$ cat src/hw/rtl/bps_pkg.sv
// Shared types and constants for the byte plane split block.
// No dependencies; every other file imports this package.
package bps_pkg;

	localparam int BUFFER_BYTES = 4096;
	localparam int MAX_WIDTH    = 16;
	localparam int RESET_WIDTH  = 4;

	localparam int CFG_W   = 5;
	localparam int CNT_W   = $clog2(BUFFER_BYTES + 1);
	localparam int ADDR_W  = $clog2(BUFFER_BYTES);
	localparam int BIE_W   = $clog2(MAX_WIDTH);
	localparam int PLANE_W = $clog2(MAX_WIDTH + 1);
	localparam int RA_W    = $clog2(BUFFER_BYTES * MAX_WIDTH + 1);

	localparam int QDEPTH  = 4;
	localparam int QPTR_W  = $clog2(QDEPTH);
	localparam int QCNT_W  = $clog2(QDEPTH + 1);

	typedef enum logic {
		CMD_LOAD  = 1'b0,
		CMD_FETCH = 1'b1
	} cmd_t;

	typedef enum logic {
		OP_WRITE = 1'b0,
		OP_READ  = 1'b1
	} op_t;

	typedef struct packed {
		logic       command;
		logic [7:0] data_byte;
		logic       final_load;
	} in_t;

	typedef struct packed {
		logic [7:0] out_byte;
		logic       out_last;
		logic       status;
		logic       overflowed;
	} out_t;

	// One queued operation for the back end: a store write or a result read.
	typedef struct packed {
		op_t               op;
		logic [ADDR_W-1:0] addr;
		logic [7:0]        data;
		logic              last;
		logic              status;
		logic              ovf;
		logic              zero;
	} op_entry_t;

endpackage

$ cat src/hw/rtl/bps_queue.sv
// Short operation queue between front and back ends.
// Depends on bps_pkg for the entry type and depth.
module bps_queue import bps_pkg::*; (
	input  logic      clk,
	input  logic      arst_n,
	input  logic      push,
	input  op_entry_t wr_entry,
	output logic      full,
	input  logic      pop,
	output op_entry_t rd_entry,
	output logic      valid
);

	op_entry_t          slot_q [QDEPTH];
	logic [QPTR_W-1:0]  wptr_q, rptr_q;
	logic [QCNT_W-1:0]  cnt_q;
	logic               do_push, do_pop;

	assign full     = (32'(cnt_q) == QDEPTH);
	assign valid    = (cnt_q != '0);
	assign rd_entry = slot_q[rptr_q];
	assign do_push  = push && !full;
	assign do_pop   = pop && valid;

	always_ff @(posedge clk) begin
		if (do_push) begin
			slot_q[wptr_q] <= wr_entry;
		end
	end

	always_ff @(posedge clk or negedge arst_n) begin
		if (!arst_n) begin
			wptr_q <= '0;
			rptr_q <= '0;
			cnt_q  <= '0;
		end else begin
			if (do_push) begin
				wptr_q <= wptr_q + QPTR_W'(1);
			end
			if (do_pop) begin
				rptr_q <= rptr_q + QPTR_W'(1);
			end
			case ({do_push, do_pop})
				2'b10:   cnt_q <= cnt_q + QCNT_W'(1);
				2'b01:   cnt_q <= cnt_q - QCNT_W'(1);
				default: cnt_q <= cnt_q;
			endcase
		end
	end

endmodule

$ cat config.mk
export PLATFORM = sky130hd
export DESIGN_NAME = bps_queue
export DESIGN_NICKNAME = d
export VERILOG_FILES = /design/src/hw/rtl/bps_pkg.sv /design/src/hw/rtl/bps_queue.sv
export SDC_FILE = /design/constraint.sdc
export NUM_CORES = 1
export LEC_CHECK = 0
export BUFFER_PORTS_ARGS = -buffer_cell sky130_fd_sc_hd__clkbuf_2
export CORE_MARGIN = 5
export CORE_UTILIZATION = 56
export DETAILED_ROUTE_END_ITERATION = 10
export PLACE_DENSITY = 0.76
export SLEW_MARGIN = 20
export SYNTH_ARGS = -nofsm -noshare
export SYNTH_HDL_FRONTEND = slang
export SYNTH_SLANG_ARGS = --single-unit
$ cat constraint.sdc
create_clock -name clk -period 5.3 [get_ports clk]
set_clock_uncertainty 0.05 [all_clocks]
set_input_delay 1.59 -clock clk [delete_from_list [all_inputs] [get_ports clk]]
set_output_delay 1.59 -clock clk [all_outputs]
set_load 0.1 [all_outputs]
==> summary.md <==
| Metric | Value |
|---|---|
| Status | finished clean |
| Crit path buffers/inverters | 1 |
| Post-DR wirelength/cell | 18.97 um |
| Worst hold path type | reg -> reg |
| Layout cell share with drive strength beyond 1 | ~40% |
| Die area | 0.009095 sq mm |
| DRT Wirelength | around 6.4 mm |
| Synth Area per Inst | between 20 and 25 sq um |
| Worst reg2reg path depth | 4 |
| Initial Util | ~57% |
| Reg2Reg Setup Slack | between 3000 and 4000 ps |
| Commonest non-fill, non-tap cell in the layout | edfxtp_1 |
| # rows | 31 |
| RSZ-0062 raised after global routing | false |
| Die H | roughly 95 um |
| Gp weighted congestion | a little under 0.7 |
| TritonRoute pass-1 iters | 4 |
| Max Slew Vio Count | 0 |
| Placed cells | between 300 and 400 |
| Critical Path AT | about 2400 ps |
| Tmin final | 4005 ps |
| Final Hold Viols | 0 |
| Max Buffers Root-to-Sink | 2 |
| NumNets Final | about 270 |
| Final cell count without fillers | 336 |
| Pin count of the biggest net entering global routing | 28 |
| Hold Path Depth | 1 |
| Initial DRC count | 95 |
| CP max FO | 27 |
| Die Wd | roughly 95 um |
| Critical path type | reg -> out |
| Number of global-route vias before repair | just under 2k |
| Post_cts resized | 0 |
| Final setup fails | 0 |
| Synth Instances | between 150 and 200 |
| Placed Area | 0.004446 sq mm |
| Hold_buf cts | 0 |
| Crit. End Element | output port |
| Crit-path cells | mux4_1 -> clkbuf_2 |
| First-pass GRT wire length | roughly 10 mm |
| Post-Syn Area | 0.004081 sq mm |
| Vias per cell | between 5 and 6 |
| Diodes inserted | 0 |
| Number of I/O port buffers | 55 |
| TritonCTS Buffers | 9 |
| Clock latency on the worst-skew pair | roughly 350 ps |
| Slew HR | a little over two fifths |
| Max Cap Viol | 0 |
| Most frequent cells in the layout | 100 x edfxtp_1, 55 x clkbuf_2, 18 x mux4_2 |
| YS warnings | 0 |
| CTS tree | built |
| Worst EP required | 3660 ps |
| Netlist cell types | 21 |
| Hold_sp | cnt_q[2]$_DFFE_PN0P_ |
| GR Overflow Total | 0 |
| #FFs+latches synth | 107 |
| Initial antenna violation count | 0 |
| Hold Crit Endpoint | cnt_q[2]$_DFFE_PN0P_ |
| Routed vias | between 1.5k and 2k |
| Crit path max-delay family | flip-flops |
| Critical Path Slowest Stage Cell | dfrtp_2 |
| # H-tree levels | 3 |
| Tcrit/Tclk final | 75.58% |
| ANT nets after route | 0 |
| Postcts setup bufs | 0 |
| Post-DP HPWL | ~4.2 mm |
| Levels on crit path | 2 |
| Synthesized Nets | just over 200 |
| Final setup TNS | 0 ps |
| Post-route cell area | around 0.0046 sq mm |
| Slowest stage delay, CP | 930 ps |
| IO Count | 56 |
| Core Area | ~0.0072 sq mm |
| Register area share after synthesis | 77.87% |
| Clk pin slew, worst setup/hold paths | about 90 ps |
| Post-route setup slack | around 1300 ps |
| RR Endpoint | slot_q[1][0]$_DFFE_PP_ |
| Worst slack, placed | 1615 ps |
| Worst-Margin Slew | 846.4 ps |
| Total track usage | between 15 and 20% |
| CTS Root Cell | clkbuf_8 |
| Clk sinks | 107 |
| DRC errors left | 0 |
| Crit start category | flip-flop |
| F_max | 249.7 MHz |
| Layout area overhead | 13.46% |
| FF-to-FF Start | cnt_q[2]$_DFFE_PN0P_ |
-- registers in the layout, indices dropped and copies added, names as in the netlist --
register  count
slot_q      100
cnt_q         3
rptr_q        2
wptr_q        2
-- Yosys cell counts --
library cell,count,area share (%)
mux2_2,1,0.28
nor3b_2,1,0.31
and2_1,4,0.61
o31a_1,1,0.21
mux2i_1,1,0.25
mux4_2,18,9.9
ha_1,5,1.5
mux4_1,7,4.5
buf_12,2,0.98
buf_2,3,0.37
edfxtp_1,100,74
nor2_1,1,0.092
or3_1,1,0.15
inv_1,6,0.55
fa_1,1,0.49
nand2_1,1,0.092
xnor2_1,3,0.64
buf_6,1,0.28
nor2b_2,1,0.21
xor2_1,3,0.64
dfrtp_1,7,4.3
-- worst register-to-register path, cell delays in order, from the launching register on --
cell	delay (ps)
dfrtp_1	420
nor3b_2	180
nor2b_2	260
and2_1	560
buf_4	370
-- cell families (layout without fill, tap and decap cells) --
kind of cell / after synthesis / count (layout) / synth area share [%]
AO/OA/AOI/OAI: 1 / 1 / 0.2146
AND/OR/NAND/NOR: 9 / 9 / 1.471
XOR/XNOR: 6 / 6 / 1.288
flip-flops: 107 / 107 / 77.87
multiplexers: 27 / 27 / 14.96
adder cells (fa/ha/maj): 6 / 6 / 2.023
buffers and inverters: 12 / 81 / 2.176
-- metrics by stage --
step | hold WS [ps] | utilization (%)
3_5_place_dp | 446.2 | 61.95
5_1_grt | 472.9 | 64.53
2_1_floorplan | 417.3 | -
6_report | 464.9 | 64.53
3_3_place_gp | 443.3 | 61.95
4_1_cts | 463.0 | 64.52
-- routing by layer --
layer  share of wire [%]  global-route usage (%)
met5                   0                       0
met4                 2.0                   7.109
met3                 5.3                   4.104
met2                  50                   24.55
met1                  43                   20.32
-- final cells by class --
type,count,area [sq um]
clock buffers,11,131.4
clock inverters,5,52.55
fillers,501,2545
inverters,6,22.52
multi-input cells,49,814.5
flip-flops and latches,107,3181
well taps,99,123.9
repair buffers,59,305.3
-- worst max-delay path by stage --
stage | slack (ps) | from | to
floorplan | 1960 | cnt_q[0]$_DFFE_PN0P_ | full
global placement | 1650 | rptr_q[0]$_DFFE_PN0P_ | rd_entry[5]
global route | 1150 | rptr_q[0]$_DFFE_PN0P_ | rd_entry[5]
finish | 1290 | rptr_q[0]$_DFFE_PN0P_ | rd_entry[5]
CTS | 1230 | rptr_q[0]$_DFFE_PN0P_ | rd_entry[5]
detailed placement | 1610 | rptr_q[0]$_DFFE_PN0P_ | rd_entry[5]
Power is left out: the tool's default activity adds up to more than one toggle a clock period on the data nets, which glitch-free logic cannot reach.
