<file path="config.mk">
export PLATFORM = sky130hd
export DESIGN_NAME = bps_front
export DESIGN_NICKNAME = d
export VERILOG_FILES = /design/src/hw/rtl/bps_pkg.sv /design/src/hw/rtl/bps_front.sv
export SDC_FILE = /design/constraint.sdc
export NUM_CORES = 1
export LEC_CHECK = 0
export ABC_AREA = 0
export BUFFER_PORTS_ARGS = -buffer_cell sky130_fd_sc_hd__buf_2
export CAP_MARGIN = 20
export CORE_UTILIZATION = 35
export CTS_CLUSTER_SIZE = 12
export DETAILED_ROUTE_END_ITERATION = 8
export PLACE_DENSITY = 0.59
export SETUP_SLACK_MARGIN = 0.2
export SLEW_MARGIN = 15
export SYNTH_ARGS = -nofsm -noshare
export SYNTH_HDL_FRONTEND = slang
export SYNTH_SLANG_ARGS = --single-unit
export TNS_END_PERCENT = 5
</file>
<file path="constraint.sdc">
create_clock -name clk -period 7.5 [get_ports clk]
set_input_delay 1.125 -clock clk [delete_from_list [all_inputs] [get_ports clk]]
set_output_delay 1.125 -clock clk [all_outputs]
set_load 0.02 [all_outputs]
</file>
<file path="src/hw/rtl/bps_pkg.sv">
// Shared types and constants for the byte plane split block.
// No dependencies; every other file imports this package.
package bps_pkg;

	localparam int BUFFER_BYTES = 4096;
	localparam int MAX_WIDTH    = 16;
	localparam int RESET_WIDTH  = 4;

	localparam int CFG_W   = 5;
	localparam int CNT_W   = $clog2(BUFFER_BYTES + 1);
	localparam int ADDR_W  = $clog2(BUFFER_BYTES);
	localparam int BIE_W   = $clog2(MAX_WIDTH);
	localparam int PLANE_W = $clog2(MAX_WIDTH + 1);
	localparam int RA_W    = $clog2(BUFFER_BYTES * MAX_WIDTH + 1);

	localparam int QDEPTH  = 4;
	localparam int QPTR_W  = $clog2(QDEPTH);
	localparam int QCNT_W  = $clog2(QDEPTH + 1);

	typedef enum logic {
		CMD_LOAD  = 1'b0,
		CMD_FETCH = 1'b1
	} cmd_t;

	typedef enum logic {
		OP_WRITE = 1'b0,
		OP_READ  = 1'b1
	} op_t;

	typedef struct packed {
		logic       command;
		logic [7:0] data_byte;
		logic       final_load;
	} in_t;

	typedef struct packed {
		logic [7:0] out_byte;
		logic       out_last;
		logic       status;
		logic       overflowed;
	} out_t;

	// One queued operation for the back end: a store write or a result read.
	typedef struct packed {
		op_t               op;
		logic [ADDR_W-1:0] addr;
		logic [7:0]        data;
		logic              last;
		logic              status;
		logic              ovf;
		logic              zero;
	} op_entry_t;

endpackage

</file>
<file path="src/hw/rtl/bps_front.sv">
// Front end: accepts items, keeps the load and read counters, and turns
// each item into a store write or a read request. Depends on bps_pkg.
module bps_front import bps_pkg::*; (
	input  logic             clk,
	input  logic             arst_n,
	input  logic             cfg_valid,
	input  logic [CFG_W-1:0] cfg_data,
	input  in_t              req,
	input  logic             accept,
	output op_entry_t        q_entry,
	output logic             q_push
);

	logic [CFG_W-1:0]   width_q;
	logic [CNT_W-1:0]   load_cnt_q, load_cnt_d;
	logic [BIE_W-1:0]   bie_q, bie_d;
	logic [CNT_W-1:0]   elem_cnt_q, elem_cnt_d;
	logic [PLANE_W-1:0] plane_q, plane_d;
	logic [CNT_W-1:0]   elem_idx_q, elem_idx_d;
	logic [RA_W-1:0]    raddr_q, raddr_d;
	logic               complete_q, complete_d;
	logic               ovf_q, ovf_d;
	logic [PLANE_W-1:0] w;

	function automatic logic [PLANE_W-1:0] eff_width(input logic [CFG_W-1:0] v);
		logic [PLANE_W-1:0] r;
		if (v == '0) begin
			r = PLANE_W'(1);
		end else if (32'(v) > MAX_WIDTH) begin
			r = PLANE_W'(MAX_WIDTH);
		end else begin
			r = PLANE_W'(v);
		end
		return r;
	endfunction

	assign w = eff_width(width_q);

	always_comb begin
		load_cnt_d = load_cnt_q;
		bie_d      = bie_q;
		elem_cnt_d = elem_cnt_q;
		plane_d    = plane_q;
		elem_idx_d = elem_idx_q;
		raddr_d    = raddr_q;
		complete_d = complete_q;
		ovf_d      = ovf_q;
		q_push     = 1'b0;
		q_entry    = '0;
		q_entry.op = OP_WRITE;
		if (accept) begin
			if (req.command == CMD_LOAD) begin
				// A load after a finished buffer opens a new one.
				if (complete_q) begin
					load_cnt_d = '0;
					bie_d      = '0;
					elem_cnt_d = '0;
					plane_d    = '0;
					elem_idx_d = '0;
					raddr_d    = '0;
					complete_d = 1'b0;
				end
				if (32'(load_cnt_d) < BUFFER_BYTES) begin
					q_push       = 1'b1;
					q_entry.op   = OP_WRITE;
					q_entry.addr = load_cnt_d[ADDR_W-1:0];
					q_entry.data = req.data_byte;
					load_cnt_d   = load_cnt_d + CNT_W'(1);
					if (PLANE_W'(bie_d) + PLANE_W'(1) >= w) begin
						bie_d      = '0;
						elem_cnt_d = elem_cnt_d + CNT_W'(1);
					end else begin
						bie_d = bie_d + BIE_W'(1);
					end
				end else begin
					ovf_d = 1'b1;
				end
				if (req.final_load) begin
					complete_d = 1'b1;
					plane_d    = '0;
					elem_idx_d = '0;
					raddr_d    = '0;
				end
			end else begin
				q_push         = 1'b1;
				q_entry.op     = OP_READ;
				q_entry.status = 1'b1;
				q_entry.zero   = 1'b1;
				q_entry.ovf    = ovf_q;
				if (complete_q && elem_cnt_q != '0 && plane_q < w) begin
					q_entry.status = 1'b0;
					q_entry.zero   = (32'(raddr_q) >= BUFFER_BYTES);
					q_entry.addr   = raddr_q[ADDR_W-1:0];
					if (elem_idx_q + CNT_W'(1) >= elem_cnt_q) begin
						q_entry.last = (plane_q + PLANE_W'(1) >= w);
						plane_d      = plane_q + PLANE_W'(1);
						elem_idx_d   = '0;
						raddr_d      = RA_W'(plane_d);
					end else begin
						elem_idx_d = elem_idx_q + CNT_W'(1);
						raddr_d    = raddr_q + RA_W'(w);
					end
				end
			end
		end
	end

	always_ff @(posedge clk or negedge arst_n) begin
		if (!arst_n) begin
			width_q    <= CFG_W'(RESET_WIDTH);
			load_cnt_q <= '0;
			bie_q      <= '0;
			elem_cnt_q <= '0;
			plane_q    <= '0;
			elem_idx_q <= '0;
			raddr_q    <= '0;
			complete_q <= 1'b0;
			ovf_q      <= 1'b0;
		end else begin
			if (cfg_valid) begin
				width_q <= cfg_data;
			end
			load_cnt_q <= load_cnt_d;
			bie_q      <= bie_d;
			elem_cnt_q <= elem_cnt_d;
			plane_q    <= plane_d;
			elem_idx_q <= elem_idx_d;
			raddr_q    <= raddr_d;
			complete_q <= complete_d;
			ovf_q      <= ovf_d;
		end
	end

endmodule

</file>
==> results of run 1 <==
==> routing by layer <==
| layer | global-route usage (%) | up-vias | share of wire (%) |
|---|---|---|---|
| li1 | - | 2002 | - |
| met1 | 25.9 | 2019 | 49 |
| met2 | 28.1 | 93 | 45 |
| met3 | 4.41 | 13 | 4.9 |
| met4 | 5.62 | 0 | 1.3 |
| met5 | 0 | - | 0 |
==> report_power, final <==
group	switching [mW]	total (mW)	internal, mW
clock network	0.177	0.434	0.257
registers	0.0524	0.484	0.431
logic	0.198	0.327	0.129
==> synth_stat cells (5+ instances only) <==
cell / instances
sky130_fd_sc_hd__a21oi_1: 16
sky130_fd_sc_hd__a22o_1: 9
sky130_fd_sc_hd__a32o_1: 10
sky130_fd_sc_hd__and2_1: 9
sky130_fd_sc_hd__buf_2: 9
sky130_fd_sc_hd__clkbuf_1: 12
sky130_fd_sc_hd__dfrtp_1: 71
sky130_fd_sc_hd__ha_1: 39
sky130_fd_sc_hd__inv_1: 31
sky130_fd_sc_hd__mux2_2: 5
sky130_fd_sc_hd__nand2_1: 85
sky130_fd_sc_hd__nand2b_1: 5
sky130_fd_sc_hd__nand3_1: 30
sky130_fd_sc_hd__nand4_1: 10
sky130_fd_sc_hd__nor2_1: 40
sky130_fd_sc_hd__nor2b_1: 8
sky130_fd_sc_hd__nor3_1: 15
sky130_fd_sc_hd__nor4_1: 10
sky130_fd_sc_hd__o21ai_0: 25
sky130_fd_sc_hd__or3_1: 8
sky130_fd_sc_hd__xnor2_1: 24
sky130_fd_sc_hd__xor2_1: 23
==> stage by stage <==
step	util, %	cell area, sq um
after floorplan	-	4780
after global placement	39.0	5180
after detailed placement	39.0	5180
after CTS	41.2	5480
after global routing	41.2	5480
final	41.2	5480
==> sequential cells by signal, indices dropped and copies added, names as in the netlist <==
register,cells
raddr_q,17
complete_q,1
bie_q,4
elem_cnt_q,13
elem_idx_q,13
ovf_q,1
width_q,5
plane_q,5
load_cnt_q,13
==> cell type report <==
class	count	area share [%]
clock buffer	9	4.11
clock inverter	7	1.33
inverter	32	2.19
multi-input combinational	422	50.7
sequential	72	32.9
tap	176	4.02
timing repair buffer	49	4.71
==> worst max-delay path, delay by kind of cell, from the launching register on <==
kind | cells | cell delay (ps)
simple gates | 6 | 1970
buf+inv | 1 | 210
fa+ha+maj | 2 | 520
xor+xnor | 1 | 230
flops | 1 | 420
compound gates | 1 | 470
==> worst paths after layout <==
kind	start	end	slack, ps
setup / recovery	elem_idx_q[0]	q_entry[3]	2200
hold / removal	ovf_q	ovf_q	470
setup reg to reg	elem_idx_q[0]	elem_idx_q[8]	3570
hold reg to reg	ovf_q	ovf_q	470
max in group asynchronous	arst_n	elem_cnt_q[0]	5890
min in group asynchronous	arst_n	load_cnt_q[6]	990
==> logic make-up (layout without fill, tap and decap cells) <==
family | after synthesis | count (layout) | synth area share, %
compound gates | 94 | 94 | 13.7
flops | 72 | 72 | 37.7
buf+inv | 53 | 97 | 4.39
mux | 6 | 6 | 1.39
simple gates | 235 | 235 | 23.6
xor+xnor | 47 | 47 | 8.60
fa+ha+maj | 40 | 40 | 10.6
==> insert_results.sql, run 1 <==
INSERT INTO impl_metrics (metric_group, metric, value, unit) VALUES
('timing', 'timing.slew.headroom', '37.3', '%'),
('global_routing', 'grt_pass1_wl', '20.5', 'mm'),
('global_routing', 'grt_antenna_before_repair', '0', ''),
('routing', 'drt_drc_violations_left', '0', ''),
('routing', 'via_per_inst', '5.38', ''),
('run_status', 'outcome', 'complete, no violations', ''),
('clock_tree', 'post-cts-setup-buffer-count', '0', ''),
('routing', 'final_antenna_net_count', '0', ''),
('floorplanning', 'io_pins', '45', ''),
('worst_setup_path', 'criticalPathCategory', 'register to output pin', ''),
('place', 'pre_cts_slack', '2600', 'ps'),
('worst_setup_path', 'critical_path_arrival', '4180', 'ps'),
('clock_tree', 'cts_resized', '0', ''),
('finish', 'number_of_antenna_repair_diodes', '0', ''),
('finish', 'most_frequent_standard_cell_in_the_layout_excluding_fill_and_tap_cells', 'sky130_fd_sc_hd__nand2_1', ''),
('floorplanning', 'core-area', '0.0133', 'sq mm'),
('finish', 'layout.area.seq', '0.00180', 'sq mm'),
('finish', 'layoutNonFillerInstCount', '767', ''),
('clock_tree', 'h-tree-depth', '3', ''),
('worst_setup_path', 'critPathMaxStageDelay', '760', 'ps'),
('finish', 'fin_nets', '645', ''),
('synth', 'synth.top_cells.by_area', 'sky130_fd_sc_hd__dfrtp_1 37%, sky130_fd_sc_hd__ha_1 10%, sky130_fd_sc_hd__nand2_1 6.7%', ''),
('place', 'place_congestion', '0.864', ''),
('worst_setup_path', 'cp_cell_sequence', 'ha_1 -> nand3_1 -> or3_1 -> nor3_1 -> xor2_1 -> ha_1 -> and4_1 -> a221oi_1 -> and2_0 -> nor3_1 -> buf_2', ''),
('clock_tree', 'clock_tree.root_cell', 'sky130_fd_sc_hd__clkbuf_16', ''),
('routing', 'route.final.wire_length', '12.1', 'mm'),
('timing', 'report.final.setup_viol', '0', ''),
('synth', 'mean_cell_area_of_the_mapped_netlist', '8.75', 'sq um'),
('finish', 'layout.cells.most_common_list', '85 x sky130_fd_sc_hd__nand2_1, 71 x sky130_fd_sc_hd__dfrtp_1, 44 x sky130_fd_sc_hd__buf_2', ''),
('synth', 'synth_top_area_cell', 'sky130_fd_sc_hd__dfrtp_1', ''),
('synth', 'yosys.area.top_type_share', '37.1', '%'),
('synth', 'count_of_synthesis_stage_warnings_from_yosys', '0', ''),
('synth', 'synth_async_sr_flop_share', '100', '%'),
('clock_tree', 'cts-root-to-sink-buffers', '2', ''),
('floorplanning', 'die_outline_width', '119', 'um'),
('flow_run', 'max-cap-violations', '0', ''),
('finish', 'multi_input_area', '0.00278', 'sq mm'),
('synth', 'yosysUniqueCellTypes', '51', ''),
('worst_setup_path', 'crit_path_max_fanout', '15', ''),
('synth', 'synthFlopType', 'sky130_fd_sc_hd__dfrtp_1', ''),
('global_routing', 'grt_overflow_total', '0', ''),
('clock_tree', 'clock-sinks', '72', ''),
('min_path', 'worst_hold_path.num_cells', '1', ''),
('timing', 'fmaxAchievable', '189', 'MHz'),
('global_routing', 'first_global_vias', '4057', ''),
('synth', 'synth.yosys.seq_area_share', '37.7', '%'),
('timing', 'slew_viol_final', '0', ''),
('finish', 'layout.filler_cells', '1339', ''),
('finish', 'area.growth.synth_to_final', '14.5', '%'),
('worst_setup_path', 'critical_path.startpoint_type', 'register', ''),
('power_and_ir_drop', 'finalPower', '1.24', 'mW'),
('place', 'dp_hpwl', '8.79', 'mm'),
('clock_tree', 'cts_tree', 'built', ''),
('timing', 'timing.final.crit_share', '70.7', '%'),
('clock_tree', 'clkSlewWorstSetupHoldPaths', '60', 'ps'),
('place', 'port_buffers', '44', ''),
('synth', 'netlist_instances', '547', ''),
('power_and_ir_drop', 'power-per-cell-area', '227', 'mW/mm^2'),
('synth', 'synth_seq_cells', '72', ''),
('timing', 'timing_hold_violations_final', '0', ''),
('floorplanning', 'area_enclosed_by_the_die_boundary', '0.0141', 'sq mm'),
('clock_tree', 'clock_latency_at_the_later_pin_of_the_worst_skew_pair', '350', 'ps'),
('clock_tree', 'hold_buffers_post_cts', '0', ''),
('clock_tree', 'cts_made_buffers', '9', ''),
('worst_setup_path', 'setup.worst_path.end_class', 'output pin', ''),
('routing', 'dr.first_iter.drc_count', '249', ''),
('min_path', 'worstHoldPathType', 'register to register', ''),
('floorplanning', 'floorplan.initialDensity', '36.0', '%'),
('synth', 'postSynthNetCount', '606', ''),
('timing', 'postLayoutSetupSlackWorst', '2200', 'ps'),
('finish', 'drive_gt1_share', '13.0', '%');
(Power assumes the default switching activity.)
==> inputs of run 2 (changes only) <==
==> constraint.sdc (replaced) <==
create_clock -name clk -period 5 [get_ports clk]
set_input_delay 0.75 -clock clk [delete_from_list [all_inputs] [get_ports clk]]
set_output_delay 0.75 -clock clk [all_outputs]
set_load 0.02 [all_outputs]
==> insert_results.sql, run 2 (same netlist as run 1, synthesis figures left out) <==
INSERT INTO impl_metrics (metric_group, metric, value, unit) VALUES
('timing', 'slew_viol_final', '0', ''),
('worst_setup_path', 'critPathMaxStageDelay', '520', 'ps'),
('clock_tree', 'cts_made_buffers', '9', ''),
('timing', 'worst_clock_skew', '9.57', 'ps'),
('routing', 'routedWlPerCell', '15.6', 'um'),
('timing', 'report.final.setup_viol', '0', ''),
('place', 'port_buffers', '44', ''),
('routing', 'drt_drc_violations_left', '0', ''),
('min_path', 'endpoint_with_the_worst_hold_slack', 'ovf_q', ''),
('routing', 'drt-pass1-iter-count', '7', ''),
('clock_tree', 'h-tree-depth', '3', ''),
('worst_setup_path', 'crit_path_max_fanout', '6', ''),
('clock_tree', 'clock_latency_at_the_later_pin_of_the_worst_skew_pair', '340', 'ps'),
('clock_tree', 'clock-sinks', '72', ''),
('min_path', 'worst_hold_path.num_cells', '1', ''),
('worst_setup_path', 'cpMaxStageDelayCell', 'sky130_fd_sc_hd__a221oi_1', ''),
('worst_setup_path', 'cp_top_family', 'simple AND/OR/NAND/NOR gates', ''),
('worst_setup_path', 'timing.reg2reg.setup_slack', '1330', 'ps'),
('worst_setup_path', 'setup.worst_path.end_class', 'output pin', ''),
('finish', 'regMostFlops', 'raddr_q', ''),
('floorplanning', 'die_h', '119', 'um'),
('global_routing', 'grt_antenna_before_repair', '0', ''),
('global_routing', 'grt_max_degree', '73', ''),
('global_routing', 'grt_util_all_layers', '17.8', '%'),
('place', 'place_congestion', '0.858', ''),
('floorplanning', 'floorplan.initialDensity', '36.0', '%'),
('global_routing', 'first_global_vias', '4021', ''),
('place', 'dp.cells', '752', ''),
('flow_run', 'max-cap-violations', '0', ''),
('clock_tree', 'hold_buffers_post_cts', '0', ''),
('global_routing', 'gr-max-usage-layer', 'met2', ''),
('routing', 'dr.first_iter.drc_count', '251', ''),
('worst_setup_path', 'cp_cell_sequence', 'ha_1 -> nand3_1 -> or3_1 -> nor3_1 -> xor2_1 -> ha_1 -> and4_1 -> a221oi_1 -> and2_0 -> nor3_1 -> buf_2', ''),
('global_routing', 'grt_overflow_total', '0', ''),
('finish', 'most_frequent_standard_cell_in_the_layout_excluding_fill_and_tap_cells', 'sky130_fd_sc_hd__nand2_1', ''),
('timing', 'timing.final.crit_share', '86.6', '%'),
('clock_tree', 'cts_resized', '0', ''),
('power_and_ir_drop', 'ir_worst_vdd', '0.176', 'mV'),
('timing', 'fin_setup_tns', '0', 'ps'),
('timing', 'worstMarginPinSlew', '952', 'ps'),
('clock_tree', 'post-cts-setup-buffer-count', '0', ''),
('finish', 'number_of_antenna_repair_diodes', '0', ''),
('timing', 'postLayoutSetupSlackWorst', '668', 'ps'),
('worst_setup_path', 'criticalPathCategory', 'register to output pin', ''),
('routing', 'route.final.wire_length', '12.0', 'mm'),
('clock_tree', 'cts-root-to-sink-buffers', '2', ''),
('worst_setup_path', 'required', '4250', 'ps'),
('routing', 'vias', '4128', ''),
('worst_setup_path', 'r2r_cells', '11', ''),
('timing', 'rsz_0062_raised_after_global_routing', 'no', ''),
('finish', 'fin_nets', '646', ''),
('floorplanning', 'die_outline_width', '119', 'um'),
('timing', 'timing_hold_violations_final', '0', ''),
('finish', 'layoutNonFillerInstCount', '768', ''),
('global_routing', 'globalRouteMet3Util', '4.55', '%'),
('min_path', 'worstHoldPathType', 'register to register', ''),
('worst_setup_path', 'reg2reg_to', 'elem_idx_q[8]', ''),
('timing', 'fmaxAchievable', '231', 'MHz'),
('floorplanning', 'placement_rows', '42', ''),
('finish', 'area.growth.synth_to_final', '15.2', '%'),
('floorplanning', 'core-area', '0.0133', 'sq mm'),
('timing', 'timing.slew.headroom', '36.0', '%'),
('floorplanning', 'io_pins', '45', ''),
('place', 'pre_cts_slack', '1010', 'ps'),
('finish', 'layout.cells.most_common_list', '85 x sky130_fd_sc_hd__nand2_1, 71 x sky130_fd_sc_hd__dfrtp_1, 44 x sky130_fd_sc_hd__buf_2', ''),
('run_status', 'outcome', 'complete, no violations', ''),
('clock_tree', 'clkSlewWorstSetupHoldPaths', '60', 'ps'),
('routing', 'final_antenna_net_count', '0', ''),
('timing', 'finalCriticalPeriod', '4330', 'ps'),
('worst_setup_path', 'rr_startpoint', 'elem_idx_q[0]', ''),
('min_path', 'worst_hold_startpoint', 'ovf_q', ''),
('finish', 'layout.filler_cells', '1313', ''),
('floorplanning', 'area_enclosed_by_the_die_boundary', '0.0141', 'sq mm'),
('place', 'dp_hpwl', '8.75', 'mm'),
('clock_tree', 'clock_tree.root_cell', 'sky130_fd_sc_hd__clkbuf_16', ''),
('power_and_ir_drop', 'power.static_leakage', '2.45', 'nW'),
('global_routing', 'grt_use_met2', '27.7', '%'),
('power_and_ir_drop', 'power-per-cell-area', '348', 'mW/mm^2'),
('finish', 'largest_register_ffs', '17', ''),
('worst_setup_path', 'timing.critical_path.buf_inv', '1', ''),
('worst_setup_path', 'critical_path_arrival', '3580', 'ps'),
('finish', 'drive_gt1_share', '12.8', '%'),
('global_routing', 'grt_pass1_wl', '20.0', 'mm'),
('global_routing', 'groute.layer.met1.usage', '24.7', '%'),
('worst_setup_path', 'critical_path.startpoint_type', 'register', ''),
('timing', 'worst_hold_check_slack', '482', 'ps'),
('clock_tree', 'cts_tree', 'built', ''),
('routing', 'via_per_inst', '5.38', '');
run 2: changes by cell type in the layout (fill, tap and decap cells not counted):
cell and delta:
sky130_fd_sc_hd__clkinv_2 -1, sky130_fd_sc_hd__clkinvlp_4 -2, sky130_fd_sc_hd__bufinv_16 +1, sky130_fd_sc_hd__clkbuf_1 +2, sky130_fd_sc_hd__clkbuf_8 +2, sky130_fd_sc_hd__buf_4 +1
sky130_fd_sc_hd__clkinv_4 -2
run 2: how the worst max path moves through the flow:
stage / cells past startpoint / start / slack, ps / to
global placement: 11 / elem_idx_q[0] / 1200 / q_entry[3]
detailed placement: 11 / elem_idx_q[0] / 1010 / q_entry[3]
global route: 11 / elem_idx_q[0] / 420 / q_entry[3]
floorplan: 13 / elem_idx_q[0] / 1070 / q_entry[3]
CTS: 11 / elem_idx_q[0] / 640 / q_entry[3]
finish: 11 / elem_idx_q[0] / 670 / q_entry[3]
run 2: final cells by class:
class | count | area (sq um) | area share, %
sequential | 72 | 1800 | 32.7
clock inverter | 3 | 65.1 | 1.18
tap | 176 | 220 | 4.00
inverter | 32 | 120 | 2.18
timing repair buffer | 50 | 265 | 4.81
multi-input combinational | 422 | 2780 | 50.4
clock buffer | 13 | 260 | 4.72
run 2: where the power goes:
group,leakage (nW),switching [mW],internal [mW]
clock,0.160,0.242,0.464
sequential,0.961,0.0819,0.647
combinational,1.32,0.292,0.193
total,2.45,0.616,1.30
run 2: through the flow:
| step | area (sq um) | utilization (%) | power [mW] |
|---|---|---|---|
| after floorplan | 4780 | - | 1.07 |
| after global placement | 5190 | 39.0 | 1.21 |
| after detailed placement | 5190 | 39.0 | 1.22 |
| after CTS | 5510 | 41.5 | 1.94 |
| after global routing | 5510 | 41.5 | 2.04 |
| final | 5510 | 41.5 | 1.92 |
run 2: layer usage:
layer  share of wire (%)  wire length [um]  up-vias
met5                   0                 0        -
met4                0.87               104        0
met3                 5.4               651        7
met2                  44              5300      115
met1                  49              5930     2006
li1                    -                 -     2000
